==> config.mk <==
export PLATFORM = sky130hd
export DESIGN_NAME = pocsag_alpha_message_encoder_top_flat
export DESIGN_NICKNAME = d
export VERILOG_FILES = /design/src/sv/pame_pkg.sv /design/src/sv/pame_if.sv /design/src/sv/pame_bch.sv /design/src/sv/pocsag_alpha_message_encoder_top.sv /design/src/flat_wrapper.sv
export SDC_FILE = /design/constraint.sdc
export NUM_CORES = 1
export LEC_CHECK = 0
export ABC_AREA = 1
export ABC_CLOCK_PERIOD_IN_PS = 4200
export BUFFER_PORTS_ARGS = -buffer_cell sky130_fd_sc_hd__buf_2
export CAP_MARGIN = 40
export CORE_ASPECT_RATIO = 2
export CORE_MARGIN = 3
export CORE_UTILIZATION = 35
export CTS_BUF_LIST = sky130_fd_sc_hd__clkbuf_16
export DETAILED_ROUTE_END_ITERATION = 7
export PLACE_DENSITY_LB_ADDON = 0.3
export SLEW_MARGIN = 40
export SYNTH_ARGS = -nofsm -noshare
export SYNTH_HDL_FRONTEND = slang
export SYNTH_SLANG_ARGS = --single-unit
==> constraint.sdc <==
create_clock -name i_clk -period 4.2 [get_ports i_clk]
set_input_delay 0.84 -clock i_clk [delete_from_list [all_inputs] [get_ports i_clk]]
set_output_delay 0.84 -clock i_clk [all_outputs]
set_load 0.02 [all_outputs]
==> src/sv/pame_pkg.sv <==
// Package for the POCSAG alphanumeric page encoder.
// Holds word constants, field widths and the BCH unit request/response types.
// No dependencies.
package pame_pkg;

    // Field widths
    localparam int ADDR_BITS = 21;
    localparam int CHAR_BITS = 7;
    localparam int WORD_BITS = 20;   // text bits per message codeword
    localparam int DATA_BITS = 21;   // codeword data bits
    localparam int BCH_BITS  = 10;
    localparam int CW_BITS   = 32;

    // Batch length is fixed by the air format
    localparam int BATCH_WORDS = 16;

    // Default header length
    localparam int PAME_PREAMBLE_WORDS = 18;

    // Fixed words
    localparam logic [CW_BITS-1:0] PREAMBLE_WORD = 32'hAAAA_AAAA;
    localparam logic [CW_BITS-1:0] SYNC_WORD     = 32'h7CD2_15D8;
    localparam logic [CW_BITS-1:0] IDLE_WORD     = 32'h7A89_C197;

    // Generator x^10+x^9+x^8+x^6+x^5+x^3+1 without the x^10 term
    localparam logic [BCH_BITS-1:0] BCH_POLY = 10'h369;

    // Operation codes
    localparam logic OP_CHAR = 1'b0;
    localparam logic OP_END  = 1'b1;

    // Request to the serial BCH unit
    typedef struct packed {
        logic                 start;
        logic [DATA_BITS-1:0] data;
    } t_bch_req;

    // Response from the serial BCH unit
    typedef struct packed {
        logic               done;
        logic [CW_BITS-1:0] word;
    } t_bch_rsp;

endpackage

==> src/sv/pame_if.sv <==
// Handshake interfaces for the POCSAG alphanumeric page encoder.
// Text/end beats in, codeword beats out, address register writes.
// Depends on pame_pkg.
interface pame_in_if import pame_pkg::*; ();
    logic                 valid;
    logic                 ready;
    logic                 operation;
    logic [CHAR_BITS-1:0] character;

    modport source (output valid, output operation, output character, input ready);
    modport sink   (input valid, input operation, input character, output ready);
endinterface

interface pame_out_if import pame_pkg::*; ();
    logic               valid;
    logic               ready;
    logic [CW_BITS-1:0] codeword;
    logic               last;

    modport source (output valid, output codeword, output last, input ready);
    modport sink   (input valid, input codeword, input last, output ready);
endinterface

interface pame_cfg_if import pame_pkg::*; ();
    logic                 valid;
    logic                 ready;
    logic [ADDR_BITS-1:0] pager_address;

    modport source (output valid, output pager_address, input ready);
    modport sink   (input valid, input pager_address, output ready);
endinterface

==> src/sv/pame_bch.sv <==
// Bit-serial BCH(31,21) encoder with even parity, one data bit per cycle.
// Takes a 21-bit data word, then raises done with the 32-bit codeword.
// Depends on pame_pkg.
module pame_bch import pame_pkg::*; (
    input  logic     i_clk,
    input  logic     i_rst_n,
    input  t_bch_req i_req,
    output t_bch_rsp o_rsp
);

    localparam int STEP_W = $clog2(DATA_BITS);

    logic                 r_busy;
    logic                 r_have;
    logic [DATA_BITS-1:0] r_sh;
    logic [BCH_BITS-1:0]  r_rem;
    logic                 r_par;
    logic [STEP_W-1:0]    r_step;

    logic                 n_fb;
    logic [BCH_BITS-1:0]  n_rem;

    // LFSR division step on the data MSB
    always_comb begin
        n_fb  = r_sh[DATA_BITS-1] ^ r_rem[BCH_BITS-1];
        n_rem = {r_rem[BCH_BITS-2:0], 1'b0} ^ (n_fb ? BCH_POLY : '0);
    end

    // Control and data path; data rotates so it is whole again when done
    always_ff @(posedge i_clk) begin
        if (!i_rst_n) begin
            r_busy <= 1'b0;
            r_have <= 1'b0;
        end else if (i_req.start) begin
            r_busy <= 1'b1;
            r_have <= 1'b0;
            r_sh   <= i_req.data;
            r_rem  <= '0;
            r_par  <= 1'b0;
            r_step <= '0;
        end else if (r_busy) begin
            r_sh   <= {r_sh[DATA_BITS-2:0], r_sh[DATA_BITS-1]};
            r_rem  <= n_rem;
            r_par  <= r_par ^ r_sh[DATA_BITS-1];
            r_step <= r_step + 1'b1;
            if (r_step == STEP_W'(DATA_BITS - 1)) begin
                r_busy <= 1'b0;
                r_have <= 1'b1;
            end
        end
    end

    assign o_rsp.done = r_have & ~r_busy & ~i_req.start;
    assign o_rsp.word = {r_sh, r_rem, r_par ^ (^r_rem)};

endmodule

==> src/sv/pocsag_alpha_message_encoder_top.sv <==
// Top level of the POCSAG alphanumeric page encoder.
// Sequencer for header, text bit packing and batch framing; uses pame_bch.
// Depends on pame_pkg and the interfaces in pame_if.
//
//  channel  | dir | payload                    | notes
//  ---------+-----+----------------------------+--------------------------------
//  i_msg    | in  | operation, character       | one beat per char or end
//  o_word   | out | codeword, last             | last marks final word of a beat
//  i_cfg    | in  | pager_address              | always ready
//
// One input beat at a time. Characters pack one bit per cycle, pausing while a
// full word is encoded and sent; a codeword holds the sequencer for BCH start,
// serial steps and output load. Header: preamble, sync, pad idles, address word.
// End beat: zero alignment and a flush codeword if text is pending, a sync word
// if that fills the batch, up to 16 idles at one per cycle unless output stalls.
// A stalled output holds the sequencer at the next word. Reset is synchronous,
// and the block is ready for a beat in the cycle after reset.
module pocsag_alpha_message_encoder_top import pame_pkg::*; #(
    parameter int PREAMBLE_WORDS = PAME_PREAMBLE_WORDS
) (
    input  logic        i_clk,
    input  logic        i_rst_n,
    pame_in_if.sink     i_msg,
    pame_out_if.source  o_word,
    pame_cfg_if.sink    i_cfg
);

    localparam int PRE_W  = $clog2(PREAMBLE_WORDS + 1);
    localparam int POS_W  = $clog2(BATCH_WORDS);
    localparam int CNT_W  = $clog2(WORD_BITS + 1);
    localparam int LEFT_W = $clog2(CHAR_BITS + 1);

    typedef enum logic [3:0] {
        S_IDLE, S_PRE, S_HSYNC, S_PAD, S_ENC, S_BSYNC, S_BITS, S_ALIGN, S_END_IDLE
    } t_state;

    typedef enum logic [1:0] {
        K_ADDR, K_DATA, K_FLUSH
    } t_kind;

    t_state               r_state;
    t_kind                r_kind;
    logic                 r_in_msg;
    logic [WORD_BITS-1:0] r_acc;
    logic [CNT_W-1:0]     r_cnt;
    logic [POS_W-1:0]     r_pos;
    logic [PRE_W-1:0]     r_pre;
    logic [3:0]           r_pad;
    logic [CHAR_BITS-1:0] r_char;
    logic [LEFT_W-1:0]    r_bits_left;
    logic [ADDR_BITS-1:0] r_pager_address;
    logic                 r_bch_start;
    logic [DATA_BITS-1:0] r_bch_data;
    logic                 r_out_valid;
    logic [CW_BITS-1:0]   r_codeword;
    logic                 r_last;

    t_bch_req             bch_req;
    t_bch_rsp             bch_rsp;
    logic                 msg_beat;
    logic                 out_free;
    logic [WORD_BITS-1:0] n_acc;
    logic [DATA_BITS-1:0] addr_data;

    assign msg_beat  = i_msg.valid & i_msg.ready;
    assign out_free  = ~r_out_valid | o_word.ready;
    assign n_acc     = {r_acc[WORD_BITS-2:0], r_char[0]};
    assign addr_data = {1'b0, r_pager_address[ADDR_BITS-1:3], 2'b11};

    assign bch_req.start = r_bch_start;
    assign bch_req.data  = r_bch_data;

    pame_bch u_bch (
        .i_clk   (i_clk),
        .i_rst_n (i_rst_n),
        .i_req   (bch_req),
        .o_rsp   (bch_rsp)
    );

    // Sequencer, framing state and output register
    always_ff @(posedge i_clk) begin
        if (!i_rst_n) begin
            r_state         <= S_IDLE;
            r_kind          <= K_DATA;
            r_in_msg        <= 1'b0;
            r_acc           <= '0;
            r_cnt           <= '0;
            r_pos           <= '0;
            r_pager_address <= '0;
            r_bch_start     <= 1'b0;
            r_out_valid     <= 1'b0;
        end else begin
            r_bch_start <= 1'b0;
            if (o_word.ready) begin
                r_out_valid <= 1'b0;
            end
            if (i_cfg.valid) begin
                r_pager_address <= i_cfg.pager_address;
            end

            case (r_state)
                S_IDLE: begin
                    if (msg_beat) begin
                        r_char      <= i_msg.character;
                        r_bits_left <= LEFT_W'(CHAR_BITS);
                        if (i_msg.operation == OP_CHAR) begin
                            r_pre   <= '0;
                            r_state <= r_in_msg ? S_BITS : S_PRE;
                        end else if (r_in_msg) begin
                            r_state <= (r_cnt != '0) ? S_ALIGN : S_END_IDLE;
                        end
                    end
                end

                // Preamble words
                S_PRE: begin
                    if (out_free) begin
                        r_out_valid <= 1'b1;
                        r_codeword  <= PREAMBLE_WORD;
                        r_last      <= 1'b0;
                        r_pre       <= r_pre + 1'b1;
                        if (r_pre == PRE_W'(PREAMBLE_WORDS - 1)) begin
                            r_state <= S_HSYNC;
                        end
                    end
                end

                // First sync, then idles up to the pager's frame
                S_HSYNC: begin
                    if (out_free) begin
                        r_out_valid <= 1'b1;
                        r_codeword  <= SYNC_WORD;
                        r_last      <= 1'b0;
                        r_pad       <= {r_pager_address[2:0], 1'b0};
                        if (r_pager_address[2:0] == 3'd0) begin
                            r_bch_start <= 1'b1;
                            r_bch_data  <= addr_data;
                            r_kind      <= K_ADDR;
                            r_state     <= S_ENC;
                        end else begin
                            r_state <= S_PAD;
                        end
                    end
                end

                S_PAD: begin
                    if (out_free) begin
                        r_out_valid <= 1'b1;
                        r_codeword  <= IDLE_WORD;
                        r_last      <= 1'b0;
                        r_pad       <= r_pad - 1'b1;
                        if (r_pad == 4'd1) begin
                            r_bch_start <= 1'b1;
                            r_bch_data  <= addr_data;
                            r_kind      <= K_ADDR;
                            r_state     <= S_ENC;
                        end
                    end
                end

                // Wait for the encoded word, then send it
                S_ENC: begin
                    if (bch_rsp.done && out_free) begin
                        r_out_valid <= 1'b1;
                        r_codeword  <= bch_rsp.word;
                        case (r_kind)
                            K_ADDR: begin
                                r_last   <= 1'b1;
                                r_pos    <= {r_pager_address[2:0], 1'b1};
                                r_in_msg <= 1'b1;
                                r_acc    <= '0;
                                r_cnt    <= '0;
                                r_state  <= S_BITS;
                            end
                            K_DATA: begin
                                r_last <= (r_pos != POS_W'(BATCH_WORDS - 1));
                                r_pos  <= r_pos + 1'b1;
                                if (r_pos == POS_W'(BATCH_WORDS - 1)) begin
                                    r_state <= S_BSYNC;
                                end else begin
                                    r_state <= (r_bits_left != '0) ? S_BITS : S_IDLE;
                                end
                            end
                            default: begin
                                r_last  <= 1'b0;
                                r_pos   <= r_pos + 1'b1;
                                r_state <= (r_pos == POS_W'(BATCH_WORDS - 1)) ?
                                           S_BSYNC : S_END_IDLE;
                            end
                        endcase
                    end
                end

                // Sync word after a full batch
                S_BSYNC: begin
                    if (out_free) begin
                        r_out_valid <= 1'b1;
                        r_codeword  <= SYNC_WORD;
                        r_last      <= (r_kind == K_DATA);
                        if (r_kind == K_FLUSH) begin
                            r_state <= S_END_IDLE;
                        end else begin
                            r_state <= (r_bits_left != '0) ? S_BITS : S_IDLE;
                        end
                    end
                end

                // Pack one text bit per cycle, LSB of the character first
                S_BITS: begin
                    r_char      <= r_char >> 1;
                    r_bits_left <= r_bits_left - 1'b1;
                    if (r_cnt == CNT_W'(WORD_BITS - 1)) begin
                        r_bch_start <= 1'b1;
                        r_bch_data  <= {1'b1, n_acc};
                        r_acc       <= '0;
                        r_cnt       <= '0;
                        r_kind      <= K_DATA;
                        r_state     <= S_ENC;
                    end else begin
                        r_acc <= n_acc;
                        r_cnt <= r_cnt + 1'b1;
                        if (r_bits_left == LEFT_W'(1)) begin
                            r_state <= S_IDLE;
                        end
                    end
                end

                // Zero-pad the remainder up to a full word, one bit per cycle
                S_ALIGN: begin
                    if (r_cnt == CNT_W'(WORD_BITS)) begin
                        r_bch_start <= 1'b1;
                        r_bch_data  <= {1'b1, r_acc};
                        r_acc       <= '0;
                        r_cnt       <= '0;
                        r_kind      <= K_FLUSH;
                        r_state     <= S_ENC;
                    end else begin
                        r_acc <= {r_acc[WORD_BITS-2:0], 1'b0};
                        r_cnt <= r_cnt + 1'b1;
                    end
                end

                // Closing idle, then idles to the batch end
                S_END_IDLE: begin
                    if (out_free) begin
                        r_out_valid <= 1'b1;
                        r_codeword  <= IDLE_WORD;
                        r_last      <= (r_pos == POS_W'(BATCH_WORDS - 1));
                        r_pos       <= r_pos + 1'b1;
                        if (r_pos == POS_W'(BATCH_WORDS - 1)) begin
                            r_in_msg <= 1'b0;
                            r_acc    <= '0;
                            r_cnt    <= '0;
                            r_state  <= S_IDLE;
                        end
                    end
                end

                default: begin
                    r_state <= S_IDLE;
                end
            endcase
        end
    end

    assign i_msg.ready     = (r_state == S_IDLE);
    assign i_cfg.ready     = 1'b1;
    assign o_word.valid    = r_out_valid;
    assign o_word.codeword = r_codeword;
    assign o_word.last     = r_last;

    // Pending text never holds a full word outside alignment
    a_cnt_range: assert property (@(posedge i_clk) disable iff (!i_rst_n)
        (r_state != S_ALIGN) |-> (r_cnt < CNT_W'(WORD_BITS)))
        else $error("text bit count out of range");

    // An end beat with no open page leaves the sequencer idle
    a_end_ignored: assert property (@(posedge i_clk) disable iff (!i_rst_n)
        (msg_beat && i_msg.operation == OP_END && !r_in_msg) |=> (r_state == S_IDLE))
        else $error("end beat without page was not ignored");

    // The final padding word closes the page and the batch
    a_page_close: assert property (@(posedge i_clk) disable iff (!i_rst_n)
        (r_state == S_END_IDLE && out_free && r_pos == POS_W'(BATCH_WORDS - 1))
        |=> (!r_in_msg && r_pos == '0 && r_state == S_IDLE))
        else $error("page not closed at batch end");

    // Bit packing runs only with character bits left
    a_bits_left: assert property (@(posedge i_clk) disable iff (!i_rst_n)
        (r_state == S_BITS) |-> (r_bits_left != '0))
        else $error("bit packing with no bits left");

endmodule
==> src/flat_wrapper.sv <==
// flat-port wrapper written by rule: the top's interface ports become plain ports
module pocsag_alpha_message_encoder_top_flat import pame_pkg::*;
#(
    parameter int PREAMBLE_WORDS = PAME_PREAMBLE_WORDS
)
  (i_clk, i_rst_n, i_msg_valid, i_msg_operation, i_msg_character, i_msg_ready, o_word_valid, o_word_codeword, o_word_last, o_word_ready, i_cfg_valid, i_cfg_pager_address, i_cfg_ready);
  pame_in_if i_msg_i ();
  pame_out_if o_word_i ();
  pame_cfg_if i_cfg_i ();
  input  logic i_clk;
  input  logic i_rst_n;
  input wire logic [$bits(i_msg_i.valid)-1:0] i_msg_valid;
  input wire logic [$bits(i_msg_i.operation)-1:0] i_msg_operation;
  input wire logic [$bits(i_msg_i.character)-1:0] i_msg_character;
  output wire logic [$bits(i_msg_i.ready)-1:0] i_msg_ready;
  output wire logic [$bits(o_word_i.valid)-1:0] o_word_valid;
  output wire logic [$bits(o_word_i.codeword)-1:0] o_word_codeword;
  output wire logic [$bits(o_word_i.last)-1:0] o_word_last;
  input wire logic [$bits(o_word_i.ready)-1:0] o_word_ready;
  input wire logic [$bits(i_cfg_i.valid)-1:0] i_cfg_valid;
  input wire logic [$bits(i_cfg_i.pager_address)-1:0] i_cfg_pager_address;
  output wire logic [$bits(i_cfg_i.ready)-1:0] i_cfg_ready;
  assign i_msg_i.valid = i_msg_valid;
  assign i_msg_i.operation = i_msg_operation;
  assign i_msg_i.character = i_msg_character;
  assign i_msg_ready = i_msg_i.ready;
  assign o_word_valid = o_word_i.valid;
  assign o_word_codeword = o_word_i.codeword;
  assign o_word_last = o_word_i.last;
  assign o_word_i.ready = o_word_ready;
  assign i_cfg_i.valid = i_cfg_valid;
  assign i_cfg_i.pager_address = i_cfg_pager_address;
  assign i_cfg_ready = i_cfg_i.ready;
  pocsag_alpha_message_encoder_top #(.PREAMBLE_WORDS(PREAMBLE_WORDS)) u_core (.i_clk(i_clk), .i_rst_n(i_rst_n), .i_msg(i_msg_i), .o_word(o_word_i), .i_cfg(i_cfg_i));
endmodule
==> impl_metrics.tcl <==
set metrics [dict create \
    min_period_over_period 0.608 \
    grt_pass1_wl_mm 29.1 \
    syn_avg_cell_area_um2 8.97 \
    syn_inst 868 \
    met3_usage 0.0320 \
    grt_max_degree 55 \
    clock-sinks 171 \
    place_area_um2 8380 \
    slew_violations 0 \
    fin_setup_tns_ps 0 \
    cp_slowest_stage_delay_ps 580 \
    io_buffers 68 \
    fin_util 0.414 \
    viasPerCell 4.86 \
    hold_slack_ps 480 \
    tightest_slew_ps 758 \
    wl_per_cell_um 14.6 \
    drc 0 \
    final_layout_size_suffix_gt1_frac 0.143 \
    cts_hold_buf 0 \
    routed_wl_mm 17.8 \
    layout.nets 975 \
    finalSetupViolCount 0 \
    dpl_worst_slack_ps 1650 \
    grt_usage 0.152 \
    yosysWarnings 0 \
    fmax_mhz 392 \
    arrival_ps 2730 \
    diodes 0 \
    crit_path_cell_trace "nand2_1 -> nor2_2 -> nand2_1 -> nand2_1 -> inv_1 -> nand2_1 -> nor2_1 -> buf_4" \
    peakVddDrop_v 0.000315 \
    cts_tree "yes" \
    rsz0062_at_grt "false" \
    cts.clk_slew.worst_paths_ps 70 \
    ys_types 40 \
    leakage_nw 3.57 \
    ant_nets 0 \
    dieArea_um2 24200 \
    root_buffer "clkbuf_16" \
    crit_path_max_fanout 21 \
    use_met2 0.281 \
    start_util 0.359 \
    crit_top_cell "nand2_1" \
    cp-end-kind "register" \
    min_from "u_core.r_acc[13]" \
    startpoint "u_core.r_state[1]" \
    place_congestion 0.956 \
    skew_ps 10.3 \
    cts_resized 0 \
    hp-class "register to register" \
    path_class "register to register" \
    syn2layout_area_growth_pct 15.3 \
    grt_pass1_vias 5956 \
    seq_area_frac_synth 0.581 \
    ios 70 \
    overflow 0 \
    vias 5904 \
    cts_buffers 17 \
    required_ps 4380 \
    cts.htree.levels 4 \
    worst_slack_ps 1650 \
    dpl.hpwl_mm 13.4 \
    grtUsageMet1 0.154 \
    power.density_nw_per_um2 565 \
    hold_violations 0 \
    period_needed_ps 2550 \
    cpMaxStageDelayCell "nand2_1" \
    drt_iter0_drc 300 \
    slew_headroom 0.493 \
    status "complete, no violations" \
    clk_path_buf_depth 2 \
    rows 76 \
    antenna_found_initial 0 \
    die_x_um 111 \
    startpoint_type "register" \
    fin_area_um2 8970 \
    timing.rr.start "u_core.r_state[1]" \
    insertion_delay_ps 440 \
    drtPass1Iterations 7 \
    cts_setup_buffers 0 \
    core_area_um2 21700 \
    ys_ff_latch 171 \
    syn-num-nets 914 \
    die_y_um 217 \
    cap_violations 0 \
    syn_area_um2 7780 \
    top_usage_layer "met2" \
]
[where the power goes]
part           switching [mW]  leakage [nW]  internal (mW)
registers               0.131          1.48           2.19
clock network           0.686         0.291          0.864
logic                   0.843          1.80          0.357
[metrics by stage]
stage | cells | total power [mW]
after floorplan | 868 | 3.18
after global placement | 1183 | 3.55
after detailed placement | 1183 | 3.57
after CTS | 1215 | 5.12
after global routing | 1215 | 5.34
final | 1215 | 5.07
[worst max-delay path, delay by kind of cell (launching register included)]
family | cells | cell delay (ps)
buffers and inverters | 2 | 310
AND/OR/NAND/NOR | 6 | 1540
flip-flops | 1 | 430
[final cells by class]
| class | count | area (um2) |
|---|---|---|
| repair buffers | 77 | 408 |
| flip-flops and latches | 171 | 4520 |
| fillers | 2191 | 12700 |
| multi-input cells | 568 | 2760 |
| well taps | 273 | 342 |
| inverters | 94 | 353 |
| clock inverters | 14 | 131 |
| clock buffers | 18 | 450 |
[flip-flops by register name (all words and copies together), names as in the netlist, 2 cells and up]
signal                  count
u_core.o_word.codeword     32
u_core.r_acc               20
u_core.r_bch_data          21
u_core.r_bits_left          3
u_core.r_char               7
u_core.r_cnt                5
u_core.r_kind               2
u_core.r_pad                4
u_core.r_pager_address     21
u_core.r_pos                4
u_core.r_pre                5
u_core.r_state              4
u_core.u_bch.r_rem         10
u_core.u_bch.r_sh          21
u_core.u_bch.r_step         5
[layer usage]
metal	vias to the layer above	part of all wire
li1	2976	-
met2	146	0.54
met5	-	0
met1	2725	0.37
met4	0	0.053
met3	57	0.038
[Yosys cell counts]
| master | number | area, um2 |
|---|---|---|
| o21a_1 | 1 | 7.51 |
| edfxtp_1 | 110 | 3300 |
| buf_2 | 10 | 50.1 |
| buf_6 | 3 | 33.8 |
| a211oi_1 | 2 | 15.0 |
| conb_1 | 1 | 3.75 |
| xnor2_1 | 9 | 78.8 |
| o211a_1 | 1 | 10.0 |
| nor2_2 | 4 | 25.0 |
| nand4_1 | 5 | 31.3 |
| clkbuf_1 | 19 | 71.3 |
| inv_1 | 87 | 327 |
| o21ai_1 | 7 | 35.0 |
| nor3_1 | 6 | 30.0 |
| nor2_1 | 93 | 349 |
| inv_2 | 6 | 22.5 |
| nand3_1 | 46 | 230 |
| a31oi_1 | 2 | 12.5 |
| a21oi_1 | 47 | 235 |
| o2111a_1 | 1 | 11.3 |
| nand2_4 | 2 | 22.5 |
| nand3b_1 | 1 | 7.51 |
| dfxtp_1 | 61 | 1220 |
| ha_1 | 12 | 150 |
| o21ai_0 | 81 | 405 |
| mux2i_1 | 1 | 10.0 |
| o211ai_1 | 5 | 37.5 |
| nand2_1 | 215 | 807 |
| o31ai_1 | 1 | 7.51 |
| nand3_2 | 1 | 10.0 |
| xor2_1 | 10 | 87.6 |
| o22ai_1 | 2 | 12.5 |
| or2_2 | 2 | 12.5 |
| a21oi_2 | 1 | 8.76 |
| buf_4 | 1 | 7.51 |
| nand2_2 | 3 | 18.8 |
| buf_1 | 2 | 7.51 |
| clkinv_1 | 1 | 3.75 |
| nor2_4 | 4 | 45.0 |
| o221ai_1 | 2 | 17.5 |
[cell families after synthesis]
kind of cell	count (synthesis)	share of synthesized area
xor gates and xnor gates	19	0.0214
muxes	1	0.00129
and+or+nand+nor	382	0.204
other	1	0.000482
buffers and inverters	129	0.0672
adders and majority gates	12	0.0193
AOI/OAI and AO/OA	153	0.105
DFF	171	0.581
[placed cells by master, fill, tap and decap left out, drive strengths merged, types with 3 or more instances in the layout]
| master | count |
|---|---|
| a21oi | 48 |
| buf | 77 |
| clkbuf | 18 |
| clkinv | 3 |
| dfxtp | 61 |
| edfxtp | 110 |
| ha | 12 |
| inv | 102 |
| nand2 | 220 |
| nand3 | 47 |
| nand4 | 5 |
| nor2 | 101 |
| nor3 | 6 |
| o211ai | 5 |
| o21ai | 88 |
| xnor2 | 9 |
| xor2 | 10 |
[path summary, 6_finish.rpt]
path,end,cells past startpoint,slack (ps)
max,u_core.r_bch_data[13],8,1650
min,u_core.r_acc[13],2,480
max reg2reg,u_core.r_bch_data[13],8,1650
min reg2reg,u_core.r_acc[13],2,480
Note: power is estimated with default switching activity, not from simulation.
